<file path="src/hw/rtl/itoa_pkg.sv">
// ----------------------------------------------------------------------------
// itoa_pkg
// Shared types, constants and tables for the integer to ASCII radix formatter.
// ----------------------------------------------------------------------------
package itoa_pkg;

  localparam int VALUE_WIDTH = 32;
  localparam int CALC_WIDTH  = VALUE_WIDTH + 4;

  typedef enum logic [1:0] {
    OP_SDEC = 2'd0,
    OP_UDEC = 2'd1,
    OP_OCT  = 2'd2,
    OP_HEX  = 2'd3
  } op_t;

  localparam logic [7:0] CHAR_ZERO  = 8'h30;
  localparam logic [7:0] CHAR_ALPHA = 8'h37;
  localparam logic [7:0] CHAR_MINUS = 8'h2D;
  localparam logic [7:0] CHAR_X     = 8'h78;
  localparam logic [7:0] CHAR_SPACE = 8'h20;

  function automatic int dec_digit_count();
    longint unsigned v;
    int n;
    v = 64'hFFFF_FFFF_FFFF_FFFF >> (64 - VALUE_WIDTH);
    n = 0;
    while (v != 0) begin
      v = v / 10;
      n++;
    end
    return n;
  endfunction

  localparam int DEC_DIGITS = dec_digit_count();
  localparam int OCT_DIGITS = (VALUE_WIDTH + 2) / 3;
  localparam int HEX_DIGITS = (VALUE_WIDTH + 3) / 4;
  localparam int MAX_DIGITS = OCT_DIGITS;
  localparam int K_W        = $clog2(MAX_DIGITS);

  typedef logic [CALC_WIDTH-1:0] calc_t;
  typedef logic [K_W-1:0]        kidx_t;
  typedef calc_t                 pow_tab_t [MAX_DIGITS];

  function automatic pow_tab_t build_pow(int shift_bits, bit is_dec);
    calc_t p;
    pow_tab_t t;
    p = calc_t'(1);
    for (int k = 0; k < MAX_DIGITS; k++) begin
      t[k] = p;
      if (is_dec) begin
        p = calc_t'(p * 10);
      end else begin
        p = p << shift_bits;
      end
    end
    return t;
  endfunction

  localparam pow_tab_t DEC_POW = build_pow(0, 1'b1);
  localparam pow_tab_t OCT_POW = build_pow(3, 1'b0);
  localparam pow_tab_t HEX_POW = build_pow(4, 1'b0);

  localparam kidx_t DEC_TOP = kidx_t'(DEC_DIGITS - 1);
  localparam kidx_t OCT_TOP = kidx_t'(OCT_DIGITS - 1);
  localparam kidx_t HEX_TOP = kidx_t'(HEX_DIGITS - 1);

  typedef struct packed {
    logic load;
    logic start;
    logic step;
  } unit_ctl_t;

  typedef struct packed {
    logic last_step;
  } unit_sts_t;

  function automatic logic [7:0] digit_char(logic [3:0] d);
    logic [7:0] c;
    if (d < 4'd10) begin
      c = CHAR_ZERO + {4'h0, d};
    end else begin
      c = CHAR_ALPHA + {4'h0, d};
    end
    return c;
  endfunction

endpackage

</file>
<file path="src/hw/rtl/itoa_in_if.sv">
// ----------------------------------------------------------------------------
// itoa_in_if
// Number channel: value and format opcode with valid/ready.
// ----------------------------------------------------------------------------
interface itoa_in_if;
  import itoa_pkg::*;

  logic                   valid;
  logic                   ready;
  logic [VALUE_WIDTH-1:0] value;
  logic [1:0]             opcode;

  modport source (output valid, output value, output opcode, input ready);
  modport sink   (input valid, input value, input opcode, output ready);
endinterface

</file>
<file path="src/hw/rtl/itoa_out_if.sv">
// ----------------------------------------------------------------------------
// itoa_out_if
// Character channel: one ASCII character and end-of-number flag per transfer.
// ----------------------------------------------------------------------------
interface itoa_out_if;
  import itoa_pkg::*;

  logic       valid;
  logic       ready;
  logic [7:0] ascii_char;
  logic       last;

  modport source (output valid, output ascii_char, output last, input ready);
  modport sink   (input valid, input ascii_char, input last, output ready);
endinterface

</file>
<file path="src/hw/rtl/integer_to_ascii_radix_formatter.sv">
// ----------------------------------------------------------------------------
// integer_to_ascii_radix_formatter
// Formats a number as signed/unsigned decimal, octal or 0x-prefixed hex ASCII.
//
//   channel  dir   payload               transfer
//   number   in    value, opcode         valid & ready
//   chars    out   ascii_char, last      valid & ready
//
// One number at a time; number.ready is high only in idle.
// Each digit position runs: load weight, 4 or 3 (octal) compare-subtract
// steps in the shared unit, then the digit check/output.
// Every position is visited; leading zeros are dropped after the check.
// A stalled chars channel holds the current character. rst returns to idle.
// ----------------------------------------------------------------------------
module integer_to_ascii_radix_formatter (
  input logic   clk,
  input logic   rst,
  itoa_in_if.sink    number,
  itoa_out_if.source chars
);
  import itoa_pkg::*;

  typedef enum logic [7:0] {
    S_IDLE  = 8'b0000_0001,
    S_SIGN  = 8'b0000_0010,
    S_PFX0  = 8'b0000_0100,
    S_PFXX  = 8'b0000_1000,
    S_START = 8'b0001_0000,
    S_STEP  = 8'b0010_0000,
    S_DIGIT = 8'b0100_0000,
    S_SPACE = 8'b1000_0000
  } state_t;

  state_t    state, state_next;
  op_t       op, op_next;
  kidx_t     k, k_next;
  logic      started, started_next;

  unit_ctl_t              ctl;
  unit_sts_t              sts;
  logic [3:0]             digit;
  logic [VALUE_WIDTH-1:0] mag;
  op_t                    in_op;
  logic                   neg;
  logic                   skip;

  assign in_op = op_t'(number.opcode);
  assign neg   = (in_op == OP_SDEC) && number.value[VALUE_WIDTH-1];
  assign mag   = neg ? (~number.value + {{(VALUE_WIDTH-1){1'b0}}, 1'b1}) : number.value;
  assign skip  = (digit == 4'd0) && !started && (k != '0);

  itoa_digit_unit u_digit (
    .clk   (clk),
    .ctl   (ctl),
    .mag   (mag),
    .op    (op),
    .k     (k),
    .sts   (sts),
    .digit (digit)
  );

  always_comb begin
    state_next       = state;
    op_next          = op;
    k_next           = k;
    started_next     = started;
    ctl              = '0;
    number.ready     = 1'b0;
    chars.valid      = 1'b0;
    chars.ascii_char = CHAR_SPACE;
    chars.last       = 1'b0;

    unique case (state)
      S_IDLE: begin
        number.ready = 1'b1;
        if (number.valid) begin
          ctl.load     = 1'b1;
          op_next      = in_op;
          started_next = 1'b0;
          unique case (in_op)
            OP_OCT:  k_next = OCT_TOP;
            OP_HEX:  k_next = HEX_TOP;
            default: k_next = DEC_TOP;
          endcase
          if (neg) begin
            state_next = S_SIGN;
          end else if (in_op == OP_HEX) begin
            state_next = S_PFX0;
          end else begin
            state_next = S_START;
          end
        end
      end
      S_SIGN: begin
        chars.valid      = 1'b1;
        chars.ascii_char = CHAR_MINUS;
        if (chars.ready) begin
          state_next = S_START;
        end
      end
      S_PFX0: begin
        chars.valid      = 1'b1;
        chars.ascii_char = CHAR_ZERO;
        if (chars.ready) begin
          state_next = S_PFXX;
        end
      end
      S_PFXX: begin
        chars.valid      = 1'b1;
        chars.ascii_char = CHAR_X;
        if (chars.ready) begin
          state_next = S_START;
        end
      end
      S_START: begin
        ctl.start  = 1'b1;
        state_next = S_STEP;
      end
      S_STEP: begin
        ctl.step = 1'b1;
        if (sts.last_step) begin
          state_next = S_DIGIT;
        end
      end
      S_DIGIT: begin
        if (skip) begin
          k_next     = k - kidx_t'(1);
          state_next = S_START;
        end else begin
          chars.valid      = 1'b1;
          chars.ascii_char = digit_char(digit);
          if (chars.ready) begin
            started_next = 1'b1;
            if (k == '0) begin
              state_next = S_SPACE;
            end else begin
              k_next     = k - kidx_t'(1);
              state_next = S_START;
            end
          end
        end
      end
      S_SPACE: begin
        chars.valid      = 1'b1;
        chars.ascii_char = CHAR_SPACE;
        chars.last       = 1'b1;
        if (chars.ready) begin
          state_next = S_IDLE;
        end
      end
      default: state_next = S_IDLE;
    endcase
  end

  always_ff @(posedge clk) begin
    if (rst) begin
      state   <= S_IDLE;
      started <= 1'b0;
    end else begin
      state   <= state_next;
      started <= started_next;
    end
    op <= op_next;
    k  <= k_next;
  end
endmodule

</file>
<file path="src/hw/rtl/itoa_digit_unit.sv">
// ----------------------------------------------------------------------------
// itoa_digit_unit
// Shared compare-subtract unit: extracts one digit, one weight bit per cycle.
// ----------------------------------------------------------------------------
module itoa_digit_unit (
  input  logic                             clk,
  input  itoa_pkg::unit_ctl_t              ctl,
  input  logic [itoa_pkg::VALUE_WIDTH-1:0] mag,
  input  itoa_pkg::op_t                    op,
  input  itoa_pkg::kidx_t                  k,
  output itoa_pkg::unit_sts_t              sts,
  output logic [3:0]                       digit
);
  import itoa_pkg::*;

  calc_t      rem;
  calc_t      pow;
  logic [1:0] j;
  calc_t      wgt;
  logic       fits;

  assign wgt       = pow << j;
  assign fits      = rem >= wgt;
  assign sts.last_step = (j == 2'd0);

  always_ff @(posedge clk) begin
    if (ctl.load) begin
      rem <= calc_t'(mag);
    end else if (ctl.step && fits) begin
      rem <= rem - wgt;
    end

    if (ctl.start) begin
      unique case (op)
        OP_OCT:  pow <= OCT_POW[k];
        OP_HEX:  pow <= HEX_POW[k];
        default: pow <= DEC_POW[k];
      endcase
      j     <= (op == OP_OCT) ? 2'd2 : 2'd3;
      digit <= 4'd0;
    end else if (ctl.step) begin
      digit[j] <= fits;
      j        <= j - 2'd1;
    end
  end
endmodule
</file>
<file path="src/flat_wrapper.sv">
// flat-port wrapper written by rule: the top's interface ports become plain ports
module integer_to_ascii_radix_formatter_flat import itoa_pkg::*;
  (clk, rst, number_valid, number_value, number_opcode, number_ready, chars_valid, chars_ascii_char, chars_last, chars_ready);
  itoa_in_if number_i ();
  itoa_out_if chars_i ();
  input logic clk;
  input logic rst;
  input wire logic [$bits(number_i.valid)-1:0] number_valid;
  input wire logic [$bits(number_i.value)-1:0] number_value;
  input wire logic [$bits(number_i.opcode)-1:0] number_opcode;
  output wire logic [$bits(number_i.ready)-1:0] number_ready;
  output wire logic [$bits(chars_i.valid)-1:0] chars_valid;
  output wire logic [$bits(chars_i.ascii_char)-1:0] chars_ascii_char;
  output wire logic [$bits(chars_i.last)-1:0] chars_last;
  input wire logic [$bits(chars_i.ready)-1:0] chars_ready;
  assign number_i.valid = number_valid;
  assign number_i.value = number_value;
  assign number_i.opcode = number_opcode;
  assign number_ready = number_i.ready;
  assign chars_valid = chars_i.valid;
  assign chars_ascii_char = chars_i.ascii_char;
  assign chars_last = chars_i.last;
  assign chars_i.ready = chars_ready;
  integer_to_ascii_radix_formatter u_core (.clk(clk), .rst(rst), .number(number_i), .chars(chars_i));
endmodule
</file>
<file path="config.mk">
export PLATFORM = sky130hd
export DESIGN_NAME = integer_to_ascii_radix_formatter_flat
export DESIGN_NICKNAME = d
export VERILOG_FILES = /design/src/hw/rtl/itoa_pkg.sv /design/src/hw/rtl/itoa_in_if.sv /design/src/hw/rtl/itoa_out_if.sv /design/src/hw/rtl/integer_to_ascii_radix_formatter.sv /design/src/hw/rtl/itoa_digit_unit.sv /design/src/flat_wrapper.sv
export SDC_FILE = /design/constraint.sdc
export NUM_CORES = 1
export LEC_CHECK = 0
export BUFFER_PORTS_ARGS = -buffer_cell sky130_fd_sc_hd__buf_2
export CORE_MARGIN = 10
export CORE_UTILIZATION = 39
export DETAILED_ROUTE_END_ITERATION = 6
export SKIP_LAST_GASP = 1
export SLEW_MARGIN = 15
export SYNTH_ARGS = -nofsm -noshare
export SYNTH_HDL_FRONTEND = slang
export SYNTH_HIERARCHICAL = 1
export SYNTH_SLANG_ARGS = --single-unit
</file>
<file path="constraint.sdc">
create_clock -name clk -period 10.1 [get_ports clk]
set_input_delay 1.01 -clock clk [delete_from_list [all_inputs] [get_ports clk]]
set_output_delay 1.01 -clock clk [all_outputs]
set_load 0.02 [all_outputs]
</file>
==> results of run 1 <==
[placed cells by master, fill, tap and decap left out, types with 14 or more instances in the layout]
master	count
ha_1	52
nand3_1	26
xnor2_1	39
o31ai_1	14
inv_1	50
xor2_1	26
mux2i_1	17
a21oi_1	84
buf_2	47
a21o_1	23
o21ai_0	78
nor2_1	64
nor3_1	17
dfxtp_1	17
nand2_1	85
edfxtp_1	71
[kinds of logic (layout without fill, tap and decap cells)]
| group | count (synthesis) | in the layout | synth area share [%] |
|---|---|---|---|
| XOR/XNOR | 65 | 65 | 7.38 |
| flip-flops | 88 | 88 | 32.0 |
| AND/OR/NAND/NOR | 281 | 281 | 18.2 |
| buffers and inverters | 96 | 120 | 4.85 |
| other | 1 | 1 | 0.0486 |
| multiplexers | 36 | 36 | 6.29 |
| adder cells (fa/ha/maj) | 53 | 53 | 8.69 |
| AO/OA/AOI/OAI | 281 | 281 | 22.5 |
[power groups by stage]
stage	Sequential, mW	Clock, mW	Combinational (mW)
3_3_place_gp	0.602	0	0.977
2_1_floorplan	0.563	0	0.790
6_report	0.594	0.353	0.990
4_1_cts	0.593	0.365	0.984
3_5_place_dp	0.597	0	0.980
5_1_grt	0.603	0.378	1.12
[through the flow]
step                instances  cell area [sq um]  total power, mW
floorplan                 901               7720             1.35
global placement         1174               8140             1.58
detailed placement       1174               8140             1.58
CTS                      1190               8450             1.94
global route             1190               8450             2.10
finish                   1190               8450             1.94
[worst max-delay path: stages, from the launching register on]
cell and delay [ns]:
edfxtp_1 0.78, buf_4 0.47, mux2i_1 0.13, or2_2 0.30
inv_1 0.08, fa_1 0.22, and4b_1 0.23, a2111oi_2 0.45
nor3_1 0.16, o31a_1 0.29, o31ai_1 0.31, a21oi_1 0.21
o21ai_4 0.29, nand2_1 0.08, buf_4 0.27
[layer usage]
metal	up-vias	GRT usage (%)	wire length, um
li1	3342	-	-
met1	3013	21.3	9680
met2	153	23.8	8870
met3	17	3.14	1070
met4	0	3.59	280
met5	-	0	0
[area by class of cell]
cell class	instances	area share (%)
Timing Repair Buffer	52	3.23
Inverter	52	2.31
Clock buffer	9	2.66
Sequential cell	88	29.2
Multi-Input combinational cell	717	57.6
Clock inverter	7	1.02
Tap cell	265	3.92
[worst min-delay path by stage]
stage | from | to | slack (ns) | depth (start not counted)
after floorplan | u_core/started | u_core/started | 0.45 | 2
after global placement | u_core/started | u_core/started | 0.46 | 2
after detailed placement | u_core/u_digit/rem[33] | u_core/u_digit/rem[33] | 0.47 | 2
final | u_core/u_digit/rem[33] | u_core/u_digit/rem[33] | 0.48 | 2
after CTS | u_core/u_digit/rem[33] | u_core/u_digit/rem[33] | 0.48 | 2
after global routing | u_core/started | u_core/started | 0.51 | 2
[state kept, by name, indices dropped and copies added, names as in the netlist]
| signal | count |
|---|---|
| u_core/u_digit/pow | 31 |
| u_core/u_digit/rem | 36 |
| u_core/op | 2 |
| u_core/k | 4 |
| u_core/state | 8 |
| u_core/started | 1 |
| u_core/u_digit/j | 2 |
| u_core/u_digit/digit | 4 |
==> summary.txt, run 1 <==
STA
  • Final Max Tran Viols: 0
  • Final Hold Fails: 0
  • Setup violators final: 0
  • Worst-Margin Slew: 0.822 ns
  • Final WS setup: 5.50 ns
  • Maximum clock rate: 0.217 GHz
  • Clock skew: approximately 0.011 ns
  • Period utilisation layout: 45.6%
  • Post-route setup TNS: 0 ns
  • RSZ-0062 raised after global routing: no
  • Final min period: about 4.6 ns
  • Slew HR: between 40% and 50%
  • Fin Hold WS: slightly below 0.5 ns

Synth
  • Yosys warns: 6
  • Most common library cells after synthesis: nand2_1, a21oi_1, o21ai_0, edfxtp_1, nor2_1
  • Main synth FF type: edfxtp_1
  • Post-synth cell types: between 60 and 70
  • Fraction of registers with async set/reset: 0%
  • Post-Syn Instances: between 900 and 1000
  • Synthesized Nets: a little under 1000
  • Post-synthesis sequential area ratio: between 30% and 40%
  • Synth area leaders: edfxtp_1, ha_1, a21oi_1
  • Syn Area/Cell: between 8 and 9 sq um
  • Most common cell in the synthesized netlist: nand2_1
  • Number of flops mapped to enable cells by yosys: 71
  • Post-synth top area cell: edfxtp_1
  • Yosys top cell area share: 27.6%
  • Post-synthesis instance area: about 7700 sq um
  • Register bit total from synthesis: 88

Routing
  • WL final: approximately 20 mm
  • # DRC: 0
  • Routed len/inst: roughly 17 um
  • Drt first pass iters: 5
  • ANT nets after route: 0
  • Initial DRC Count: between 500 and 600
  • DR vias/cell: approximately 5.5
  • Vias: around 6500

Placed design
  • Port Buffers: 47
  • Pre-CTS setup slack: between 5 and 6 ns
  • GP Congestion: ~0.9
  • Post-DP HPWL: approximately 15 mm

Clock tree
  • H-Tree Depth: 3
  • CTS Hold Bufs: 0
  • CTS Buffer Depth: 2
  • Post-CTS sizing: 0
  • CTS Buf Count: 9
  • CTS clk-pin slew, worst paths: approximately 0.070 ns
  • Clock sink count: slightly below 90
  • Later-pin clock latency in the skew report: 0.35 ns
  • Post-CTS setup buffer count: 0
  • Root buf cell: clkbuf_16
  • CTS tree: done

Layout
  • Inserted Diodes: 0
  • Final #Nets: approximately 1000
  • Area growth syn-to-layout: 9.55%
  • Core Util, Final: between 40% and 50%
  • Area occupied by multi-input gates: 4870 sq um
  • Fill count: between 1500 and 2000
  • Share of post-route cells with drive strength above 1: 11.8%
  • Register Area: approximately 2500 sq um

Setup path
  • Crit. End Element: flop
  • Crit path kind: reg2reg
  • RR Endpoint: u_core/u_digit/rem[5]
  • CP arrival: between 4 and 5 ns
  • CP Capture Point: u_core/u_digit/rem[5]
  • Crit-path max FO: 32
  • Required @ worst endpoint: 10.15 ns
  • R2r setup slk: between 5 and 6 ns
  • Worst r2r src: u_core/u_digit/j[0]
  • R2R depth: 14
  • Crit start category: flop
  • Crit. Startpoint: u_core/u_digit/j[0]

Global routing
  • Largest net degree at the start of global routing: 70
  • First-pass GRT wire length: approximately 33 mm
  • Total track usage: approximately 15%
  • Global route total overflow: 0
  • Initial antenna violation count: 0
  • Vias in the first global route: 6178

Floorplanning
  • I/O pins: just under 50
  • Die outline height: about 160 um
  • Rows: 51
  • Die extent in x: around 160 um
  • Placeable core area: between 15000 and 20000 sq um
  • Die Footprint: approximately 26000 sq um
  • Starting Density: a little under 40%

Outcome
  • Outcome: complete, no violations

Power
  • PD cells: around 230 nW/um^2
  • Clk pwr share: 18.2%
  • Net Sw Frac: a little over two fifths
  • Sequential Power Share: between 30% and 40%
  • NetSw: slightly above 0.8 mW
  • Max VDD drop: roughly 0.11 mV
  • Leakage: roughly 3.4 nW
  • Int Pwr: 1.12 mW
  • Gate power share: a little over 50%

Hold path
  • Hold/Removal Path Class: reg2reg

Job
  • Maximum capacitance violations: 0
No activity file was read; power rests on OpenSTA's default activity.
==> inputs of run 2 (changes only) <==
clock period = 3.8 ns   (was 10.1 ns; I/O delays follow)
==> run 2 against run 1 <==
Net effect:
- sequential power rose to 2.6 times the previous value
- non-clock buffer count up 49
- combinational power rose to 3.0 times the previous value
- maximum frequency up 27%
- design area up 5.7%
- largest cell class unchanged
- total power rose to 2.8 times the previous value
- wire length up 7.4%
- critical path depth down 2
- clock skew up 0.0047 ns
- sequential share of layout area down 1.6 points
- largest power group unchanged
- via count up 5.4%
- critical path type unchanged
- global-route usage up 0.65 points
==> summary.txt, run 2 (synthesis gave the netlist of run 1 again) <==
STA
  • Worst-Margin Slew: 0.892 ns (+0.0694 ns)
  • Final Max Tran Viols: 0 (unchanged)
  • Slew HR: 40.4% (-4.8 points)
  • Final min period: 3.64 ns (-0.968 ns)
  • Final Hold Fails: 0 (unchanged)
  • Clock skew: 0.0162 ns (+0.00471 ns)
  • Period utilisation layout: 95.7% (+50 points)
  • Fin Hold WS: 0.294 ns (-0.186 ns)
  • Final WS setup: 0.164 ns (-5.33 ns)
  • Maximum clock rate: 0.275 GHz (+27%)
  • Setup violators final: 0 (unchanged)

Setup path
  • Worst r2r src: u_core/u_digit/j[1]
  • Crit. End Element: flop
  • CP arrival: 3.75 ns (-0.91 ns)
  • R2R depth: 12 (-2)
  • RR Endpoint: u_core/u_digit/rem[30]
  • Crit. Startpoint: u_core/u_digit/j[1]
  • Crit-path max FO: 5 (-84%)
  • CP Capture Point: u_core/u_digit/rem[30]
  • Required @ worst endpoint: 3.92 ns (-6.23 ns)
  • Crit path kind: reg2reg
  • R2r setup slk: 0.16 ns (-5.33 ns)
  • Crit start category: flop

Layout
  • Commonest non-fill, non-tap cell in the layout: nand2_1
  • Inserted Diodes: 0 (unchanged)
  • Most frequent cells in the layout: nand2_1, a21oi_1, o21ai_0
  • Final #Nets: 1060 (+4.8%)
  • Max reg flops: 36 (unchanged)
  • Share of post-route cells with drive strength above 1: 17.5% (+5.7 points)
  • Design Area, Final: 8940 sq um (+5.7%)
  • Largest regs: u_core/u_digit/rem: 36 flops, u_core/u_digit/pow: 31 flops, u_core/state: 8 flops
  • Area growth syn-to-layout: 15.8%
  • Finished Layout Cells: 1239 (+4.1%)
  • Top reg by flops: u_core/u_digit/rem

Routing
  • Routed len/inst: 17.2 um (+3.1%)
  • ANT nets after route: 0 (unchanged)
  • DR vias/cell: 5.55 (+1.3%)
  • Vias: 6879 (+5.4%)
  • Initial DRC Count: 616 (+20%)
  • # DRC: 0 (unchanged)
  • Drt first pass iters: 7 (+2)
  • WL final: 21.4 mm (+7.4%)

Floorplanning
  • Rows: 51 (unchanged)
  • Placeable core area: 19500 sq um (unchanged)
  • I/O pins: 49 (unchanged)
  • Die extent in x: 161 um (unchanged)
  • Die outline height: 161 um (unchanged)
  • Die Footprint: 25800 sq um (unchanged)
  • Starting Density: 39.7% (unchanged)

Hold path
  • Hold/Removal Path Class: in2reg

Clock tree
  • Root buf cell: clkbuf_16
  • Later-pin clock latency in the skew report: 0.36 ns (about the same)
  • CTS tree: done
  • CTS Buffer Depth: 2 (unchanged)
  • CTS clk-pin slew, worst paths: 0.08 ns (about the same)
  • Clock sink count: 88 (unchanged)
  • H-Tree Depth: 3 (unchanged)
  • CTS Buf Count: 9 (unchanged)
  • CTS Hold Bufs: 0 (unchanged)

Power
  • Max VDD drop: 0.250 mV (+130%)
  • Total power: 5.46 mW (+180%)
  • PD cells: 611 nW/um^2 (+170%)
  • Leakage: 3.61 nW (+7.3%)

Placed design
  • Pre-CTS setup slack: -0.0314 ns (-5.55 ns)
  • Post-DP HPWL: 16.1 mm (+6.3%)
  • Port Buffers: 47 (unchanged)
  • Placed cell count: 1215 (+3.5%)
  • Placed Area: 8480 sq um (+4.1%)
  • GP Congestion: 0.913 (+4.5%)

Outcome
  • Outcome: complete, no violations

Job
  • Maximum capacitance violations: 0 (unchanged)

Global routing
  • Initial antenna violation count: 0 (unchanged)
  • Global route total overflow: 0 (unchanged)
  • Largest net degree at the start of global routing: 50 (-29%)
  • Total track usage: 16.0% (+0.65 points)
  • Vias in the first global route: 6359 (+2.9%)
  • First-pass GRT wire length: 33.7 mm (+3.4%)
## run 2: cell count changes in the layout (fill, tap and decap cells not counted), moves of 2 or more
cell     delta
buf_6       +2
o31ai_1     -2
ha_2        +2
buf_12      +2
o21ai_0     -4
o21ai_1     +4
a21oi_1     -2
ha_1        -3
buf_4      +44
a21oi_2     +2
inv_6       +2
## run 2: layout make-up
class	instances	area (sq um)
flip-flops and latches	88	2470
multi-input cells	717	4970
fillers	1910	10500
inverters	52	195
repair buffers	101	691
clock buffers	9	225
clock inverters	7	58.8
well taps	265	332
## run 2: power breakdown
group	leakage [nW]	internal [mW]	total [mW]	switching (mW)
Clock	0.139	0.457	0.892	0.435
Sequential	0.800	1.41	1.57	0.168
Combinational	2.67	1.28	3.00	1.71
Total	3.61	3.15	5.46	2.31
## run 2: through the flow
stage,TNS (ns),util [%]
6_report,0,45.9
3_3_place_gp,0,43.6
2_1_floorplan,0,-
3_5_place_dp,-0.979,43.6
4_1_cts,0,45.1
5_1_grt,-0.0216,45.9
## run 2: critical path, stage by stage, from the launching register on
cell and delay (ns):
edfxtp_1 0.46, mux2_2 0.38, o21ai_1 0.16, ha_1 0.29, a21o_1 0.24, a2111oi_4 0.41
nor3_1 0.12, buf_4 0.16, or3b_1 0.36, a221o_1 0.44, a31oi_1 0.19, xnor2_1 0.14
o21ai_1 0.07
## run 2: what timing repair did
action / CTS / global route
gates cloned: 0 / 1
endpoints found under the setup margin: 35 / 46
pin swaps: 0 / 5
buffers inserted: 0 / 7
gates resized for setup: 2 / 22
## run 2: metal layers
metal | GRT usage (%) | routed length [um] | part of all wire, % | up-vias
met3 | 3.63 | 1130 | 5.3 | 14
met4 | 3.76 | 217 | 1.0 | 0
li1 | - | - | - | 3443
met2 | 24.7 | 9690 | 45 | 190
met1 | 22.1 | 10300 | 48 | 3232
met5 | 0 | 0 | 0 | -
## run 2: how the worst min path moves through the flow
stage                                start                endpoint  cells past startpoint
global placement    u_core/u_digit/rem[34]  u_core/u_digit/rem[34]                      2
finish                                 rst         u_core/state[2]                      2
detailed placement  u_core/u_digit/rem[34]  u_core/u_digit/rem[34]                      2
CTS                                    rst          u_core/started                      2
floorplan                   u_core/started          u_core/started                      2
global route                           rst         u_core/state[7]                      2
==> inputs of run 3 (changes only) <==
ABC_AREA = 1   (was unset)
==> run 3 against run 2 <==
Net effect:
- critical endpoint is now u_core/u_digit/rem[23]
- utilization decreased by 2.7 points
- count of clock-buffer cells in the layout increased by 1
- final cell count increased by 34%
- register-to-register slack improved by 0.06 ns
- die area increased by 9.4%
- hold slack got worse by 0.040 ns
- via count increased by 25%
- setup slack improved by 0.058 ns
- design area increased by 4.8%
- largest cell class unchanged
- first-iteration DRC count increased by 23%
- global-route usage increased by 2.5 points
==> summary.txt, run 3 <==
Layout
  • Share of post-route cells with drive strength above 1: 10.1% (-7.3 points)
  • Most frequent cells in the layout: nand2_1, inv_1, nor2_1
  • Finished Layout Cells: 1664 (+34%)
  • Commonest non-fill, non-tap cell in the layout: nand2_1
  • Largest regs: u_core/u_digit/rem: 36 flops, u_core/u_digit/pow: 31 flops, u_core/state: 8 flops
  • Area growth syn-to-layout: 9.66%
  • Top reg by flops: u_core/u_digit/rem
  • Final #Nets: 1470 (+39%)
  • Max reg flops: 36 (unchanged)
  • Inserted Diodes: 0 (unchanged)

Setup path
  • Slowest stage delay, CP: 0.49 ns (+0.03 ns)
  • RR Endpoint: u_core/u_digit/rem[23]
  • Worst-path cell chain: buf_4, nor3_1, ha_1, fa_1, inv_1, nand3_1, nand3_1, nand4_1, nand3_2, nand2_2, nand2_4, nand2_4, nand2_1, buf_12
  • Critical Path Slowest Stage Cell: nor3_1
  • Crit path kind: reg2reg
  • R2r setup slk: 0.22 ns (+0.06 ns)
  • CP arrival: 3.68 ns (-0.07 ns)
  • R2R depth: 14 (+2)
  • Crit start category: flop
  • Crit. End Element: flop
  • Cell family with most CP delay: simple AND/OR/NAND/NOR gates
  • Crit-path max FO: 33 (+28)
  • Worst r2r src: u_core/u_digit/j[1]
  • Required @ worst endpoint: 3.90 ns (-0.02 ns)
  • Crit path buffers/inverters: 3 (+2)

Placed design
  • Port Buffers: 47 (unchanged)
  • GP Congestion: 0.995 (+8.9%)
  • Pre-CTS setup slack: 0.235 ns (+0.266 ns)
  • Post-DP HPWL: 21.9 mm (+36%)
  • Placed cell count: 1648 (+36%)

Routing
  • ANT nets after route: 0 (unchanged)
  • WL final: 26.8 mm (+26%)
  • DR vias/cell: 5.17 (-6.9%)
  • Routed len/inst: 16.1 um (-6.5%)
  • # DRC: 0 (unchanged)
  • Vias: 8605 (+25%)
  • Initial DRC Count: 760 (+23%)
  • Drt first pass iters: 5 (-2)

Synth
  • Yosys warns: 6 (unchanged)
  • Register bit total from synthesis: 88 (unchanged)
  • Post-synthesis sequential area ratio: 28.9% (-3.1 points)
  • Syn Area/Cell: 6.38 sq um (-26%)
  • Synth area leaders: edfxtp_1, nand2_1, ha_1
  • Number of flops mapped to enable cells by yosys: 71 (unchanged)
  • Main synth FF type: edfxtp_1
  • Most common library cells after synthesis: nand2_1, inv_1, nor2_1, nand3_1, o21ai_0
  • Yosys top cell area share: 24.9% (-2.7 points)
  • Post-Syn Instances: 1340 (+49%)
  • Most common cell in the synthesized netlist: nand2_1
  • Post-synth cell types: 51 (-25%)
  • Synthesized Nets: 1431 (+44%)
  • Post-synthesis instance area: 8550 sq um (+11%)
  • Fraction of registers with async set/reset: 0% (unchanged)
  • Post-synth top area cell: edfxtp_1

Clock tree
  • CTS clk-pin slew, worst paths: 0.07 ns (about the same)
  • Clock sink count: 88 (unchanged)
  • Post-CTS sizing: 0 (-2)
  • CTS tree: done
  • CTS Buf Count: 9 (unchanged)
  • Post-CTS setup buffer count: 0 (unchanged)
  • H-Tree Depth: 3 (unchanged)
  • Later-pin clock latency in the skew report: 0.36 ns (about the same)
  • CTS Hold Bufs: 0 (unchanged)
  • CTS Buffer Depth: 2 (unchanged)
  • Root buf cell: clkbuf_16

Floorplanning
  • Die extent in x: 168 um (+4.6%)
  • Rows: 54 (+5.9%)
  • Placeable core area: 21700 sq um (+11%)
  • Starting Density: 39.4% (-0.25 points)
  • Die outline height: 168 um (+4.6%)
  • I/O pins: 49 (unchanged)
  • Die Footprint: 28200 sq um (+9.4%)

STA
  • Clock skew: 0.0140 ns (-0.00222 ns)
  • Slew HR: 53.4% (+13 points)
  • RSZ-0062 raised after global routing: no
  • Worst-Margin Slew: 0.695 ns (-0.196 ns)
  • Period utilisation layout: 94.2% (-1.5 points)
  • Fin Hold WS: 0.254 ns (-0.0402 ns)
  • Final Max Tran Viols: 0 (unchanged)
  • Maximum clock rate: 0.279 GHz (+1.6%)
  • Post-route setup TNS: 0 ns (unchanged)
  • Final WS setup: 0.222 ns (+0.0576 ns)
  • Final Hold Fails: 0 (unchanged)
  • Setup violators final: 0 (unchanged)
  • Final min period: 3.58 ns (-0.0576 ns)

Global routing
  • Vias in the first global route: 8076 (+27%)
  • Total track usage: 18.4% (+2.5 points)
  • First-pass GRT wire length: 42.2 mm (+25%)
  • Largest net degree at the start of global routing: 39 (-22%)
  • Global route total overflow: 0 (unchanged)
  • Initial antenna violation count: 0 (unchanged)

Hold path
  • Hold/Removal Path Class: in2reg
  • Hold Crit Start: rst
  • Worst hold endpoint: u_core/state[5]
  • Worst Hold Depth: 2 (unchanged)

Job
  • Maximum capacitance violations: 0 (unchanged)

Power
  • Total power: 6.91 mW (+26%)
  • PD cells: 737 nW/um^2 (+21%)
  • Max VDD drop: 0.329 mV (+31%)
  • Leakage: 4.55 nW (+26%)

Outcome
  • Outcome: complete, no violations
run 3: power breakdown:
part / internal [mW] / switching (mW) / total, mW
clock: 0.454 / 0.425 / 0.879
sequential: 1.58 / 0.251 / 1.83
combinational: 1.37 / 2.82 / 4.19
run 3: cells by family (layout without fill, tap and decap cells):
family,Yosys count,count (layout),share of synthesized area [%]
adder cells (fa/ha/maj),53,53,7.85
AO/OA/AOI/OAI,170,170,10.8
AND/OR/NAND/NOR,792,792,39.8
buffers and inverters,202,246,9.11
flip-flops,88,88,28.9
multiplexers,3,3,0.351
XOR/XNOR,31,31,3.18
other,1,1,0.0439
run 3: final cells by class:
class                      count  area (sq um)
clock buffer                  10           229
clock inverter                 6          50.0
fill                        2297         12300
inverter                     173           649
multi-input combinational   1050          5300
sequential                    88          2470
tap                          280           350
timing repair buffer          57           323
run 3: per-stage QoR:
stage / utilization (%) / instance area, sq um
final: 43.2 / 9370
after global routing: 43.2 / 9370
after CTS: 43.2 / 9370
after detailed placement: 41.9 / 9090
after global placement: 41.9 / 9090
after floorplan: - / 8550
run 3: worst max path at each step:
stage | start | end | cells after the start
after CTS | u_core/u_digit/j[1] | u_core/u_digit/rem[9] | 14
after detailed placement | u_core/u_digit/j[1] | u_core/u_digit/rem[9] | 14
after global placement | u_core/u_digit/j[0] | u_core/u_digit/rem[25] | 15
after floorplan | u_core/u_digit/j[0] | u_core/u_digit/rem[0] | 14
final | u_core/u_digit/j[1] | u_core/u_digit/rem[23] | 14
after global routing | u_core/u_digit/j[0] | u_core/u_digit/rem[31] | 16
run 3: metal layers:
layer / wire (um) / vias to the layer above / global-route usage, %
li1: - / 4418 / -
met1: 12100 / 3860 / 24.1
met2: 12100 / 283 / 29.4
met3: 1720 / 44 / 3.33
met4: 800 / 0 / 7.19
met5: 0 / - / 0
run 3: worst register-to-register path, cell delays in order, from the launching register on:
cell and delay, ns:
edfxtp_1 0.47, buf_4 0.27, nor3_1 0.50, ha_1 0.34, fa_1 0.19, inv_1 0.10, nand3_1 0.09, nand3_1 0.16
nand4_1 0.16, nand3_2 0.13, nand2_2 0.13, nand2_4 0.08, nand2_4 0.11, nand2_1 0.28, buf_12 0.29
